--- src/rtl/core/ttcg_pkg.sv ---
// Shared types and constants for the tap tempo clock generator.
`default_nettype none
package ttcg_pkg;

  // Fixed payload widths of the channels.
  localparam int unsigned TIME_W  = 32;
  localparam int unsigned TOUT_W  = 16;
  localparam int unsigned TRAIL_W = 8;
  localparam int unsigned CIDX_W  = 8;
  localparam int unsigned CDATA_W = 32;

  // Tap counter width: history depth is at most three.
  localparam int unsigned CNT_W = 2;

  // Action codes of an input request.
  typedef enum logic {
    ACT_PRESS = 1'b0,
    ACT_TICK  = 1'b1
  } act_t;

  // Configuration register indexes.
  typedef enum logic [CIDX_W-1:0] {
    REG_INACT_TIMEOUT = 8'd0,
    REG_TRAIL_COUNT   = 8'd1
  } reg_idx_t;

  // Control and status state passed between the top level and the step logic.
  typedef struct packed {
    logic [CNT_W-1:0] tap_count;
    logic             flash_ok;
    logic             send_armed;
    logic             deadline_armed;
  } ctl_t;

endpackage : ttcg_pkg
`default_nettype wire

--- src/rtl/core/ttcg_if.sv ---
// Valid/ready channel interfaces for input, result and configuration requests.
`default_nettype none
interface ttcg_in_if
  import ttcg_pkg::*;
  ();
  logic              valid;
  logic              ready;
  logic              action;
  logic [TIME_W-1:0] time_ms;

  modport source (output valid, output action, output time_ms, input ready);
  modport sink   (input valid, input action, input time_ms, output ready);
endinterface : ttcg_in_if

interface ttcg_out_if
  import ttcg_pkg::*;
  ();
  logic              valid;
  logic              ready;
  logic              send_midi;
  logic              flash_valid;
  logic [TIME_W-1:0] flash_half_period;
  logic [TIME_W-1:0] beat_interval;

  modport source (output valid, output send_midi, output flash_valid,
                  output flash_half_period, output beat_interval, input ready);
  modport sink   (input valid, input send_midi, input flash_valid,
                  input flash_half_period, input beat_interval, output ready);
endinterface : ttcg_out_if

interface ttcg_cfg_if
  import ttcg_pkg::*;
  ();
  logic               valid;
  logic               ready;
  logic [CIDX_W-1:0]  index;
  logic [CDATA_W-1:0] data;

  modport source (output valid, output index, output data, input ready);
  modport sink   (input valid, input index, input data, output ready);
endinterface : ttcg_cfg_if
`default_nettype wire

--- src/rtl/core/ttcg_step.sv ---
// Next-state and result logic for one press or tick request.
`default_nettype none
module ttcg_step
  import ttcg_pkg::*;
#(
  parameter int unsigned TIME_BITS     = 32,
  parameter int unsigned HISTORY_DEPTH = 3
) (
  input  wire logic                 action,
  input  wire logic [TIME_BITS-1:0] t,
  input  wire logic [TOUT_W-1:0]    timeout,
  input  wire logic [TRAIL_W-1:0]   trail_cfg,
  input  wire ctl_t                 ctl_cur,
  input  wire logic [TIME_BITS-1:0] hist_cur [HISTORY_DEPTH],
  input  wire logic [TIME_BITS-1:0] interval_cur,
  input  wire logic [TIME_BITS-1:0] half_cur,
  input  wire logic [TIME_BITS-1:0] next_cur,
  input  wire logic [TIME_BITS-1:0] deadline_cur,
  input  wire logic [TRAIL_W-1:0]   trail_cur,
  output ctl_t                      ctl_nxt,
  output logic [TIME_BITS-1:0]      hist_nxt [HISTORY_DEPTH],
  output logic [TIME_BITS-1:0]      interval_nxt,
  output logic [TIME_BITS-1:0]      half_nxt,
  output logic [TIME_BITS-1:0]      next_nxt,
  output logic [TIME_BITS-1:0]      deadline_nxt,
  output logic [TRAIL_W-1:0]        trail_nxt,
  output logic                      send
);

  localparam int unsigned     IDX_W     = (HISTORY_DEPTH > 2) ? 2 : 1;
  localparam logic [CNT_W-1:0] CNT_FULL = CNT_W'(HISTORY_DEPTH);
  localparam logic [CNT_W-1:0] CNT_AVG2 = CNT_W'(3);   // two intervals: halve sum
  localparam logic [CNT_W-1:0] CNT_TWO  = CNT_W'(2);

  // Wrapped time compare: a is at or after b.
  function automatic logic reached(input logic [TIME_BITS-1:0] a,
                                   input logic [TIME_BITS-1:0] b);
    logic [TIME_BITS-1:0] d;
    d = a - b;
    return ~d[TIME_BITS-1];
  endfunction

  // ---- press path ----
  logic [CNT_W-1:0]     last_cnt;
  logic [TIME_BITS-1:0] last_tap;
  logic                 wipe;
  logic [CNT_W-1:0]     c0;
  logic                 full0;
  logic [TIME_BITS-1:0] hist_p [HISTORY_DEPTH];
  logic [CNT_W-1:0]     cnt_p;
  logic [TIME_BITS-1:0] sum;
  logic [TIME_BITS-1:0] avg;
  logic [TIME_BITS-1:0] cand;

  assign last_cnt = ctl_cur.tap_count - CNT_W'(1);
  assign last_tap = hist_cur[last_cnt[IDX_W-1:0]];
  assign wipe     = (ctl_cur.tap_count != '0) &&
                    ((t - last_tap) >= TIME_BITS'(timeout));
  assign c0       = wipe ? '0 : ctl_cur.tap_count;
  assign full0    = (c0 == CNT_FULL);
  assign cnt_p    = full0 ? c0 : c0 + CNT_W'(1);

  for (genvar i = 0; i < HISTORY_DEPTH; i++) begin : g_hist
    if (i == HISTORY_DEPTH - 1) begin : g_top
      assign hist_p[i] = (full0 || (c0 == CNT_W'(i))) ? t : hist_cur[i];
    end else begin : g_low
      assign hist_p[i] = full0 ? hist_cur[i+1] :
                         ((c0 == CNT_W'(i)) ? t : hist_cur[i]);
    end
  end

  // Sum of wrapped intervals telescopes to newest minus oldest.
  assign sum  = t - hist_p[0];
  assign avg  = (cnt_p == CNT_AVG2) ? (sum >> 1) : sum;
  assign cand = t + ((avg != '0) ? avg : TIME_BITS'(1));

  // ---- tick path ----
  logic                 dl_hit;
  logic                 dl_armed_t;
  logic [TRAIL_W-1:0]   trail_t;
  logic [TRAIL_W-1:0]   trail_dec;
  logic                 due;

  assign dl_hit     = ctl_cur.deadline_armed && reached(t, deadline_cur);
  assign dl_armed_t = ctl_cur.deadline_armed && !dl_hit;
  assign trail_t    = dl_hit ? trail_cfg : trail_cur;
  assign trail_dec  = trail_t - TRAIL_W'(1);
  assign due        = reached(t, next_cur);

  always_comb begin
    ctl_nxt      = ctl_cur;
    hist_nxt     = hist_cur;
    interval_nxt = interval_cur;
    half_nxt     = half_cur;
    next_nxt     = next_cur;
    deadline_nxt = deadline_cur;
    trail_nxt    = trail_cur;
    send         = 1'b0;
    case (act_t'(action))
      ACT_PRESS: begin
        ctl_nxt.tap_count = cnt_p;
        hist_nxt          = hist_p;
        if (cnt_p >= CNT_TWO) begin
          interval_nxt     = (avg != '0) ? avg : TIME_BITS'(1);
          half_nxt         = (avg > TIME_BITS'(1)) ? (avg >> 1) : TIME_BITS'(1);
          ctl_nxt.flash_ok = 1'b1;
        end else begin
          interval_nxt     = '0;
          half_nxt         = '0;
          ctl_nxt.flash_ok = 1'b0;
        end
        trail_nxt = '0;
        if (cnt_p == CNT_FULL) begin
          // keep an earlier pending send if it comes first
          if (!ctl_cur.send_armed || !reached(cand, next_cur)) begin
            next_nxt = cand;
          end
          ctl_nxt.send_armed     = 1'b1;
          deadline_nxt           = t + TIME_BITS'(timeout);
          ctl_nxt.deadline_armed = 1'b1;
        end else begin
          ctl_nxt.send_armed     = 1'b0;
          ctl_nxt.deadline_armed = 1'b0;
        end
      end
      ACT_TICK: begin
        if (ctl_cur.send_armed) begin
          ctl_nxt.deadline_armed = dl_armed_t;
          trail_nxt              = trail_t;
          if (due) begin
            send     = 1'b1;
            next_nxt = next_cur + interval_cur;
            if (!dl_armed_t && (trail_t != '0)) begin
              trail_nxt = trail_dec;
              if (trail_dec == '0) begin
                ctl_nxt.send_armed = 1'b0;
              end
            end
          end
        end
      end
      default: begin
        send = 1'b0;
      end
    endcase
  end

endmodule : ttcg_step
`default_nettype wire

--- src/rtl/core/tap_tempo_clock_generator_unit.sv ---
// Tap tempo clock generator: request registers, tempo state and result register.
// Each request is held in the input register, then its result in the result register.
// Throughput: one request per cycle while the result channel is not stalled.
// A stalled result holds in the output register while one more request waits.
// Reset (rst_n low, synchronous): timeout 2000 ms, trailing count 4, tap count and
// tempo state cleared (history, send time and deadline are not reset), both channels empty.
`default_nettype none
module tap_tempo_clock_generator_unit
  import ttcg_pkg::*;
#(
  parameter int unsigned HISTORY_DEPTH = 3,
  parameter int unsigned TIME_BITS     = 32
) (
  input  wire logic   clk,
  input  wire logic   rst_n,
  ttcg_in_if.sink     in_ch,
  ttcg_out_if.source  out_ch,
  ttcg_cfg_if.sink    cfg_ch
);

  localparam int unsigned  W        = TIME_BITS;
  localparam logic [CNT_W-1:0] CNT_FULL = CNT_W'(HISTORY_DEPTH);

  // ---------------------------------------------------------------------------
  // Configuration registers. Writes land at any time; the user must issue them only
  // while the block is idle, to avoid a hazard with requests in flight; not enforced here.
  // ---------------------------------------------------------------------------
  logic [TOUT_W-1:0]  timeout_r;
  logic [TRAIL_W-1:0] trail_cfg_r;

  assign cfg_ch.ready = 1'b1;

  always_ff @(posedge clk) begin
    if (!rst_n) begin
      timeout_r   <= TOUT_W'(2000);
      trail_cfg_r <= TRAIL_W'(4);
    end else if (cfg_ch.valid) begin
      case (reg_idx_t'(cfg_ch.index))
        REG_INACT_TIMEOUT: timeout_r   <= cfg_ch.data[TOUT_W-1:0];
        REG_TRAIL_COUNT:   trail_cfg_r <= cfg_ch.data[TRAIL_W-1:0];
        default: begin
          // unknown index: dropped
        end
      endcase
    end
  end

  // ---------------------------------------------------------------------------
  // Input register (stage 1). Advances into the state/result stage whenever
  // the result register is empty or being drained.
  // ---------------------------------------------------------------------------
  logic         s1_valid_r;
  logic         s1_action_r;
  logic [W-1:0] s1_time_r;
  logic         adv;
  logic         out_valid_r;

  assign adv         = s1_valid_r && (!out_valid_r || out_ch.ready);
  assign in_ch.ready = !s1_valid_r || adv;

  always_ff @(posedge clk) begin
    if (!rst_n) begin
      s1_valid_r <= 1'b0;
    end else if (in_ch.ready) begin
      s1_valid_r <= in_ch.valid;
    end
  end

  always_ff @(posedge clk) begin
    if (in_ch.valid && in_ch.ready) begin
      s1_action_r <= in_ch.action;
      s1_time_r   <= in_ch.time_ms[W-1:0];   // only the low TIME_BITS wrap
    end
  end

  // ---------------------------------------------------------------------------
  // Tempo state. History, send time and deadline are payload: they are only
  // read below the tap count or while their armed flag is set.
  // ---------------------------------------------------------------------------
  ctl_t               ctl_r;
  ctl_t               ctl_nxt;
  logic [W-1:0]       hist_r       [HISTORY_DEPTH];
  logic [W-1:0]       hist_nxt     [HISTORY_DEPTH];
  logic [W-1:0]       interval_r;
  logic [W-1:0]       interval_nxt;
  logic [W-1:0]       half_r;
  logic [W-1:0]       half_nxt;
  logic [W-1:0]       next_send_r;
  logic [W-1:0]       next_send_nxt;
  logic [W-1:0]       deadline_r;
  logic [W-1:0]       deadline_nxt;
  logic [TRAIL_W-1:0] trail_left_r;
  logic [TRAIL_W-1:0] trail_left_nxt;
  logic               send_nxt;

  ttcg_step #(
    .TIME_BITS     (TIME_BITS),
    .HISTORY_DEPTH (HISTORY_DEPTH)
  ) u_step (
    .action       (s1_action_r),
    .t            (s1_time_r),
    .timeout      (timeout_r),
    .trail_cfg    (trail_cfg_r),
    .ctl_cur      (ctl_r),
    .hist_cur     (hist_r),
    .interval_cur (interval_r),
    .half_cur     (half_r),
    .next_cur     (next_send_r),
    .deadline_cur (deadline_r),
    .trail_cur    (trail_left_r),
    .ctl_nxt      (ctl_nxt),
    .hist_nxt     (hist_nxt),
    .interval_nxt (interval_nxt),
    .half_nxt     (half_nxt),
    .next_nxt     (next_send_nxt),
    .deadline_nxt (deadline_nxt),
    .trail_nxt    (trail_left_nxt),
    .send         (send_nxt)
  );

  always_ff @(posedge clk) begin
    if (!rst_n) begin
      ctl_r        <= '0;
      interval_r   <= '0;
      half_r       <= '0;
      trail_left_r <= '0;
    end else if (adv) begin
      ctl_r        <= ctl_nxt;
      interval_r   <= interval_nxt;
      half_r       <= half_nxt;
      trail_left_r <= trail_left_nxt;
    end
  end

  always_ff @(posedge clk) begin
    if (adv) begin
      hist_r      <= hist_nxt;
      next_send_r <= next_send_nxt;
      deadline_r  <= deadline_nxt;
    end
  end

  // ---------------------------------------------------------------------------
  // Result register. The fields show the state left by the request.
  // ---------------------------------------------------------------------------
  logic         res_send_r;
  logic         res_flash_r;
  logic [W-1:0] res_half_r;
  logic [W-1:0] res_interval_r;

  always_ff @(posedge clk) begin
    if (!rst_n) begin
      out_valid_r <= 1'b0;
    end else if (adv) begin
      out_valid_r <= 1'b1;
    end else if (out_ch.ready) begin
      out_valid_r <= 1'b0;
    end
  end

  always_ff @(posedge clk) begin
    if (adv) begin
      res_send_r     <= send_nxt;
      res_flash_r    <= ctl_nxt.flash_ok;
      res_half_r     <= half_nxt;
      res_interval_r <= interval_nxt;
    end
  end

  assign out_ch.valid             = out_valid_r;
  assign out_ch.send_midi         = res_send_r;
  assign out_ch.flash_valid       = res_flash_r;
  assign out_ch.flash_half_period = TIME_W'(res_half_r);
  assign out_ch.beat_interval     = TIME_W'(res_interval_r);

`ifndef SYNTHESIS
  // A send needs a full history, so the flash interval is always present.
  a_send_has_flash: assert property (@(posedge clk) disable iff (!rst_n)
    (out_valid_r && res_send_r) |-> res_flash_r)
    else $error("send flagged without a flash interval");

  // The tap count never runs past the history depth.
  a_count_bound: assert property (@(posedge clk) disable iff (!rst_n)
    ctl_r.tap_count <= CNT_FULL)
    else $error("tap count beyond history depth");

  // Sending is armed only with a full history.
  a_armed_full: assert property (@(posedge clk) disable iff (!rst_n)
    ctl_r.send_armed |-> (ctl_r.tap_count == CNT_FULL))
    else $error("send armed with partial history");

  // The inactivity deadline is only pending while sending is armed.
  a_deadline_armed: assert property (@(posedge clk) disable iff (!rst_n)
    ctl_r.deadline_armed |-> ctl_r.send_armed)
    else $error("deadline armed while sending is off");
`endif

endmodule : tap_tempo_clock_generator_unit
`default_nettype wire
--- src/flat_wrapper.sv ---
// flat-port wrapper written by rule: the top's interface ports become plain ports
module tap_tempo_clock_generator_unit_flat import ttcg_pkg::*;
#(
  parameter int unsigned HISTORY_DEPTH = 3,
  parameter int unsigned TIME_BITS     = 32
)
  (clk, rst_n, in_ch_valid, in_ch_action, in_ch_time_ms, in_ch_ready, out_ch_valid, out_ch_send_midi, out_ch_flash_valid, out_ch_flash_half_period, out_ch_beat_interval, out_ch_ready, cfg_ch_valid, cfg_ch_index, cfg_ch_data, cfg_ch_ready);
  ttcg_in_if in_ch_i ();
  ttcg_out_if out_ch_i ();
  ttcg_cfg_if cfg_ch_i ();
  input  wire logic clk;
  input  wire logic rst_n;
  input wire logic [$bits(in_ch_i.valid)-1:0] in_ch_valid;
  input wire logic [$bits(in_ch_i.action)-1:0] in_ch_action;
  input wire logic [$bits(in_ch_i.time_ms)-1:0] in_ch_time_ms;
  output wire logic [$bits(in_ch_i.ready)-1:0] in_ch_ready;
  output wire logic [$bits(out_ch_i.valid)-1:0] out_ch_valid;
  output wire logic [$bits(out_ch_i.send_midi)-1:0] out_ch_send_midi;
  output wire logic [$bits(out_ch_i.flash_valid)-1:0] out_ch_flash_valid;
  output wire logic [$bits(out_ch_i.flash_half_period)-1:0] out_ch_flash_half_period;
  output wire logic [$bits(out_ch_i.beat_interval)-1:0] out_ch_beat_interval;
  input wire logic [$bits(out_ch_i.ready)-1:0] out_ch_ready;
  input wire logic [$bits(cfg_ch_i.valid)-1:0] cfg_ch_valid;
  input wire logic [$bits(cfg_ch_i.index)-1:0] cfg_ch_index;
  input wire logic [$bits(cfg_ch_i.data)-1:0] cfg_ch_data;
  output wire logic [$bits(cfg_ch_i.ready)-1:0] cfg_ch_ready;
  assign in_ch_i.valid = in_ch_valid;
  assign in_ch_i.action = in_ch_action;
  assign in_ch_i.time_ms = in_ch_time_ms;
  assign in_ch_ready = in_ch_i.ready;
  assign out_ch_valid = out_ch_i.valid;
  assign out_ch_send_midi = out_ch_i.send_midi;
  assign out_ch_flash_valid = out_ch_i.flash_valid;
  assign out_ch_flash_half_period = out_ch_i.flash_half_period;
  assign out_ch_beat_interval = out_ch_i.beat_interval;
  assign out_ch_i.ready = out_ch_ready;
  assign cfg_ch_i.valid = cfg_ch_valid;
  assign cfg_ch_i.index = cfg_ch_index;
  assign cfg_ch_i.data = cfg_ch_data;
  assign cfg_ch_ready = cfg_ch_i.ready;
  tap_tempo_clock_generator_unit #(.HISTORY_DEPTH(HISTORY_DEPTH), .TIME_BITS(TIME_BITS)) u_core (.clk(clk), .rst_n(rst_n), .in_ch(in_ch_i), .out_ch(out_ch_i), .cfg_ch(cfg_ch_i));
endmodule
--- config.mk ---
export PLATFORM = sky130hd
export DESIGN_NAME = tap_tempo_clock_generator_unit_flat
export DESIGN_NICKNAME = d
export VERILOG_FILES = /design/src/rtl/core/ttcg_pkg.sv /design/src/rtl/core/ttcg_if.sv /design/src/rtl/core/ttcg_step.sv /design/src/rtl/core/tap_tempo_clock_generator_unit.sv /design/src/flat_wrapper.sv
export SDC_FILE = /design/constraint.sdc
export NUM_CORES = 1
export LEC_CHECK = 0
export ABC_AREA = 1
export BUFFER_PORTS_ARGS = -buffer_cell sky130_fd_sc_hd__buf_2
export CORE_ASPECT_RATIO = 1.75
export CORE_MARGIN = 1
export CORE_UTILIZATION = 40
export DETAILED_ROUTE_END_ITERATION = 12
export GPL_TIMING_DRIVEN = 0
export HOLD_SLACK_MARGIN = 0.08
export PLACE_DENSITY_LB_ADDON = 0.1
export SYNTH_ARGS = -nofsm -noshare
export SYNTH_HDL_FRONTEND = slang
export SYNTH_SLANG_ARGS = --single-unit
--- constraint.sdc ---
create_clock -name clk -period 11.3 [get_ports clk]
set_input_delay 0 -clock clk [delete_from_list [all_inputs] [get_ports clk]]
set_output_delay 0 -clock clk [all_outputs]
set_load 0.05 [all_outputs]
# Word-level counts from Yosys, hierarchy flattened
# Index checks and enable logic that the tools add are counted.
# Widths: inputs -> output; s select.
dict set report totals {
  register_bits 362
  input_bits 78
  output_inout_bits 69
  word_cells 118
}
dict set report classes {
  addsub 11
  magnitude_cmp 4
  eq_ne 9
  muxes 37
  bitwise_logic 3
  reduce_logical 32
}
# op count
set ops {}
lappend ops {{$mux 32} 15}
lappend ops {{$sub 32x32->32} 5}
lappend ops {{$add 32x32->32} 2}
lappend ops {{$bmux 32 s2} 1}
lappend ops {{$pmux 32 s2} 1}
lappend ops {{$mux 31} 2}
lappend ops {{$add 32x16->32} 1}
lappend ops {{$ge 32x16->1} 1}
lappend ops {{$gt 32x1->1 const B} 1}
lappend ops {{$mux 8} 4}
lappend ops {{$reduce_bool 32->1} 1}
lappend ops {{$logic_not 8->1} 2}
lappend ops {{$pmux 8 s2} 1}
lappend ops {{$reduce_and 2->1} 5}
lappend ops {{$reduce_and 3->1} 3}
lappend ops {{$eq 8x1->1 const B} 1}
lappend ops {{$mux 1} 8}
lappend ops {{$mux 2} 4}
lappend ops {{$ne 2x2->1 const B} 4}
lappend ops {{$reduce_bool 8->1} 1}
lappend ops {{$sub 8x1->8 const B} 1}
lappend ops {{$eq 2x2->1 const B} 3}
lappend ops {{$logic_and 1x1->1} 6}
lappend ops {{$reduce_bool 2->1} 3}
lappend ops {{other kinds (12)} 20}

# Depth between registers and ports, before layout
dict set report depth {
  word_depth 22
  mapped_depth 94
  mapped_depth_nobuf 91
}

# Modules after synthesis
# A second synthesis with hierarchy kept.
dict set report unflattened {
  hier_cells 3780
  hier_area_um2 27719.1
}
# mod n_inst cells_per_inst area_each_um2 seq_area_each_um2
set by_module_without_submodules {}
lappend by_module_without_submodules {ttcg_step 1 3026 16165.5 0.0}
lappend by_module_without_submodules {tap_tempo_clock_generator_unit 1 754 11553.6 9839.4}

# Worst setup path before layout
# No wires, ideal clock.
dict set report synth_timing {
  path_kind {register to register}
  from {register u_core.ctl_r[4] (netlist bit)}
  to {register u_core.next_send_r[0] (enable)}
  setup_time_ns 0.387
  t_arrival_ns 12.098
  t_required_ns 10.913
  path_slack_ns -1.185
  path_stages_with_launch 90
  n_path_buf 3
  synth_period_minus_slack_ns 12.485
  path_cell_list {dfxtp_1 -> inv_1 -> ha_1 -> clkbuf_1 -> or2_1 -> inv_2 -> clkbuf_1 -> a22oi_1 -> ha_1 -> nand2_1 -> nand2_1 -> inv_2 -> nand2_2 -> nand2_1 -> nand2_2 -> nand2_1 -> nand2_1 -> xor2_1 -> (+54 left out) -> o21ai_1 -> a21boi_1 -> o21ai_1 -> nand2_1 -> nand2_1 -> xor2_1 -> ha_1 -> nand2_1 -> inv_1 -> nand3_1 -> nor4_1 -> inv_1 -> o2111ai_1 -> xor2_1 -> or2_1 -> nand4_1 -> nand3_1 -> inv_1}
}
dict set report synth_between {
  elab_chain_len 21
  word_cells_on_any_way 27
  classes_between {6 x add/sub; 1 x order compare; 4 x eq/ne; 9 x mux; 1 x bitwise; 6 x reduce/logical}
}
# element line
set synth_rtl {}
lappend synth_rtl {{start, declared} tap_tempo_clock_generator_unit.sv:80} ;# ctl_t ctl_r;
lappend synth_rtl {{start signal, assigned} tap_tempo_clock_generator_unit.sv:128} ;# ctl_r <= ctl_nxt;
lappend synth_rtl {{$sub 2x1->2} ttcg_step.sv:55} ;# assign last_cnt = ctl_cur.tap_count - CNT_W'(1);
lappend synth_rtl {{$not 2->3 (implied by the code)} ttcg_step.sv:56} ;# assign last_tap = hist_cur[last_cnt[IDX_W-1:0]];
lappend synth_rtl {{$bmux 32 s2} ttcg_step.sv:56}
lappend synth_rtl {{$mux 32 (implied by the code) (2 in series)} ttcg_step.sv:56}
lappend synth_rtl {{$sub 32x32->32} ttcg_step.sv:58} ;# ((t - last_tap) >= TIME_BITS'(timeout));
lappend synth_rtl {{$ge 32x16->1} ttcg_step.sv:58}
lappend synth_rtl {{$logic_and 1x1->1} ttcg_step.sv:57} ;# assign wipe = (ctl_cur.tap_count != '0) &&
lappend synth_rtl {{$mux 2 *} ttcg_step.sv:59} ;# assign c0 = wipe ? '0 : ctl_cur.tap_count;
lappend synth_rtl {{(+4 left out)} n/a}
lappend synth_rtl {{$mux 32} ttcg_step.sv:74} ;# assign avg = (cnt_p == CNT_AVG2) ? (sum >> 1) : sum;
lappend synth_rtl {{$reduce_bool 32->1} ttcg_step.sv:75} ;# assign cand = t + ((avg != '0) ? avg : TIME_BITS'(1));
lappend synth_rtl {{$mux 32} ttcg_step.sv:75}
lappend synth_rtl {{$add 32x32->32} ttcg_step.sv:75}
lappend synth_rtl {{$sub 32x32->32} ttcg_step.sv:39} ;# d = a - b;
lappend synth_rtl {{$logic_or 1x1->1} ttcg_step.sv:115} ;# if (!ctl_cur.send_armed || !reached(cand, next_cur)) begin
lappend synth_rtl {{$ne 2x2->1 (no source line)} n/a}
lappend synth_rtl {{$reduce_and 5->1 (no source line) *} n/a}
lappend synth_rtl {{end signal, assigned} tap_tempo_clock_generator_unit.sv:138} ;# next_send_r <= next_send_nxt;
lappend synth_rtl {{end, declared} tap_tempo_clock_generator_unit.sv:88} ;# logic [W-1:0] next_send_r;
# Mark *: on every way between the ends. The rest lies on a longest branch, timed or not. The select of a mux whose other input is x is not followed.
# A chain may end at the register's enable or synchronous reset.

# Final worst setup path
dict set report layout_timing {
  from {register u_core.ctl_r[4] (netlist bit)}
  to {register u_core.next_send_r[13] (enable)}
}
# Same word-level chain as after synthesis.

==> results.sh <==
export IMPL_syn_num_nets=3497
export IMPL_fin_skew_ns=0.0365
export IMPL_dp_hpwl_mm=65.6
export IMPL_seqCellArea_um2=9850
export IMPL_critPathMaxStageDelay_ns=0.36
export IMPL_p_per_area_nw_per_um2=138
export IMPL_drv_slew=0
export IMPL_critPathLaunchType="register"
export IMPL_cp_end_kind="register"
export IMPL_num_rows=121
export IMPL_max_freq_ghz=0.0800
export IMPL_cp_arrival_ns=12.78
export IMPL_grt_max_degree=65
export IMPL_setup_ws_ns=-1.20
export IMPL_coreArea_um2=62100
export IMPL_period_share=1.11
export IMPL_grt_antenna_before_repair=0
export IMPL_grt_pass1_vias=23423
export IMPL_cts_made_buffers=36
export IMPL_crit_slowest_cell="dfxtp_4"
export IMPL_synth_avg_cell_area_um2=7.92
export IMPL_area_delta_synth_final_pct=23.8
export IMPL_reg2reg_depth=91
export IMPL_worst_path_most_repeated_cell="nand2_2"
export IMPL_viasPerCell=5.25
export IMPL_syn_area_um2=25000
export IMPL_critPathBufInv=14
export IMPL_h_tree_depth=2
export IMPL_r2r_start="u_core.ctl_r[4]"
export IMPL_ys_types=64
export IMPL_multi_input_area_um2=14300
export IMPL_synthCells=3163
export IMPL_route_vias_total=22778
export IMPL_grt_overflow=0
export IMPL_ant_nets=0
export IMPL_ir_worst_vdd_mv=0.110
export IMPL_grt_total_usage=0.267
export IMPL_firstDrtPassIters=7
export IMPL_status="finished, violations left"
export IMPL_fp_dieH_um=333
export IMPL_synth_edf_count=259
export IMPL_die_w_um=191
export IMPL_critical_path_startpoint="u_core.ctl_r[4]"
export IMPL_r2r_end="u_core.next_send_r[13]"
export IMPL_fin_tns_setup_ns=-37.72
export IMPL_path_clk_slew_ns=0.06
export IMPL_rsz0062_at_grt="yes"
export IMPL_cts_sinks=362
export IMPL_min_from="rst_n"
export IMPL_maxSlewHeadroom=0.164
export IMPL_routed_wirelength_mm=85.5
export IMPL_postPlaceCellArea_um2=27100
export IMPL_synth_top_area_share=0.311
export IMPL_cts_tree="yes"
export IMPL_worst_slew_pin_slew_ns=1.25
export IMPL_hold_class="input pin to register"
export IMPL_ys_seq_elements=362
export IMPL_critPathMaxFanout=8
export IMPL_wl_per_cell_um=19.7
export IMPL_power_leakage_nw=14.1
export IMPL_grt_pass1_wl_mm=129
export IMPL_cp_top_family="simple AND/OR/NAND/NOR gates"
export IMPL_hold_viol=0
export IMPL_holdPathEnd="u_core.trail_cfg_r[7]"
export IMPL_crit_type="register to register"
export IMPL_synth_flop_cell="edfxtp_1"
export IMPL_die_area_um2=63700
export IMPL_drc=0
export IMPL_yosysWarnings=0
export IMPL_violations="negative setup slack"
export IMPL_fin_nets=3849
export IMPL_yosysTopAreaCell="edfxtp_1"
export IMPL_io_buffers=128
export IMPL_gp_routability_congestion=0.891
export IMPL_final_fill_count=5982
export IMPL_clockBufferDepth=3
export IMPL_cap_violations=0
export IMPL_fin_crit_ns=12.50
export IMPL_drtIter0Drc=1090
export IMPL_ff2ff_setup_slack_ns=-1.20
export IMPL_clock_latency_ns=0.57
export IMPL_setup_viol=32
export IMPL_start_util=0.404
export IMPL_seq_area_frac_synth=0.393
export IMPL_synth_area_leaders="edfxtp_1, nand2_1, ha_1"
export IMPL_drive_above_1_share=0.169
export IMPL_postLayoutCellArea_um2=31000
export IMPL_clock_root_buffer="clkbuf_16"
export IMPL_required_ns=11.58
export IMPL_hold_path_depth=3
export IMPL_io_pins=147
export IMPL_ys_async_sr_fraction=0
## registers in the layout, indices dropped and copies added, names as in the netlist
signal                           flops
u_core.deadline_r                   32
u_core.trail_left_r                  8
u_core.ctl_r                         5
u_core.interval_r                   32
u_core.s1_valid_r                    1
u_core.out_ch.valid                  1
u_core.s1_action_r                   1
u_core.out_ch.flash_half_period     32
u_core.s1_time_r                    32
u_core.hist_r                       96
u_core.trail_cfg_r                   8
u_core.out_ch.flash_valid            1
u_core.out_ch.beat_interval         32
u_core.next_send_r                  32
u_core.timeout_r                    16
u_core.out_ch.send_midi              1
u_core.half_r                       32
## layout make-up
class                           instances  share of cell area
Timing Repair inverter                  1            0.000242
Inverter                              465              0.0571
Clock buffer                           48              0.0322
Clock inverter                         17             0.00637
Multi-Input combinational cell       2251               0.461
Buffer                                 83              0.0159
Tap cell                              799              0.0322
Timing Repair Buffer                  315              0.0772
Antenna cell                            1           0.0000807
Sequential cell                       362               0.317
## synthesized netlist by cell type, drive strengths merged (32+ instances only)
cell	number
o22ai	33
a31oi	32
nand2	907
inv	464
xor2	91
nand3	107
clkbuf	70
xnor2	42
nor2	129
nand4	35
a21oi	258
dfxtp	103
o21ai	182
edfxtp	259
ha	251
## metal layers
metal | vias up | global-route usage | share of wire
li1 | 11291 | - | -
met1 | 10789 | 0.274 | 0.37
met2 | 516 | 0.517 | 0.54
met3 | 182 | 0.0258 | 0.032
met4 | 0 | 0.146 | 0.060
met5 | - | 0 | 0
## power breakdown
part / internal, mW / switching, mW / leakage (nW) / total [mW]
combinational: 0.580 / 0.908 / 10.3 / 1.49
clock: 0.717 / 0.557 / 0.583 / 1.27
sequential: 1.47 / 0.0400 / 3.26 / 1.51
## timing repair
| action | CTS | global route |
|---|---|---|
| hold buffers | 58 | 0 |
| hold endpoints to repair | 65 | 0 |
| pin swaps | 97 | 79 |
| resized for setup | 181 | 85 |
| gates cloned | 3 | 1 |
| endpoints found under the setup margin | 53 | 35 |
| setup buffers | 79 | 41 |
## per-stage QoR
step / utilization / hold WS [ns] / setup slack [ns] / total power, mW / std cells
CTS: 0.489 / 0.131 / -1.31 / 4.21 / 4299
global placement: 0.434 / 0.178 / -4.55 / 2.74 / 4090
finish: 0.500 / 0.143 / -1.20 / 4.27 / 4342
global route: 0.500 / 0.126 / -1.85 / 4.50 / 4341
floorplan: - / 0.0989 / -0.211 / 2.40 / 3163
detailed placement: 0.436 / 0.178 / -4.61 / 2.76 / 4096
## logic make-up (layout without fill, tap and decap cells)
logic type	Yosys count	in the layout	synth area share
and+or+nand+nor	1237	1237	0.205
AOI/OAI and AO/OA	617	617	0.140
buffers and inverters	550	929	0.0832
DFF	362	362	0.393
adders and majority gates	256	256	0.129
xor gates and xnor gates	133	133	0.0468
muxes	7	7	0.00280
other	1	2	0.000150
## worst max-delay path by stage
stage,slack (ns),cells past startpoint,end
after detailed placement,-4.61,86,u_core.next_send_r[29]
after CTS,-1.31,92,u_core.next_send_r[30]
after global placement,-4.55,86,u_core.next_send_r[29]
final,-1.20,91,u_core.next_send_r[13]
after floorplan,-0.21,89,u_core.next_send_r[0]
after global routing,-1.85,92,u_core.next_send_r[14]
## tightest hold or removal path: stages
cell,delay [ns]
clkbuf_1,0.38
o21ai_0,0.20
a21oi_1,0.05
## layout by cell type, fill, tap and decap left out, types with 21 or more instances in the layout
cell type and n:
clkbuf_1 59, dfxtp_1 101, a21oi_1 248, o21ai_0 151, nand2_2 60, nor3_1 22, nand4_1 35, xnor2_1 42
xor2_1 82, o211ai_1 21, buf_4 118, buf_2 134, o22ai_1 28, nand3_1 86, inv_1 439, nand2_1 833
ha_1 233, clkbuf_16 43, edfxtp_1 259, nor2_1 104, a31oi_1 25, dlygate4sd3_1 58
(Power assumes the default switching activity.)
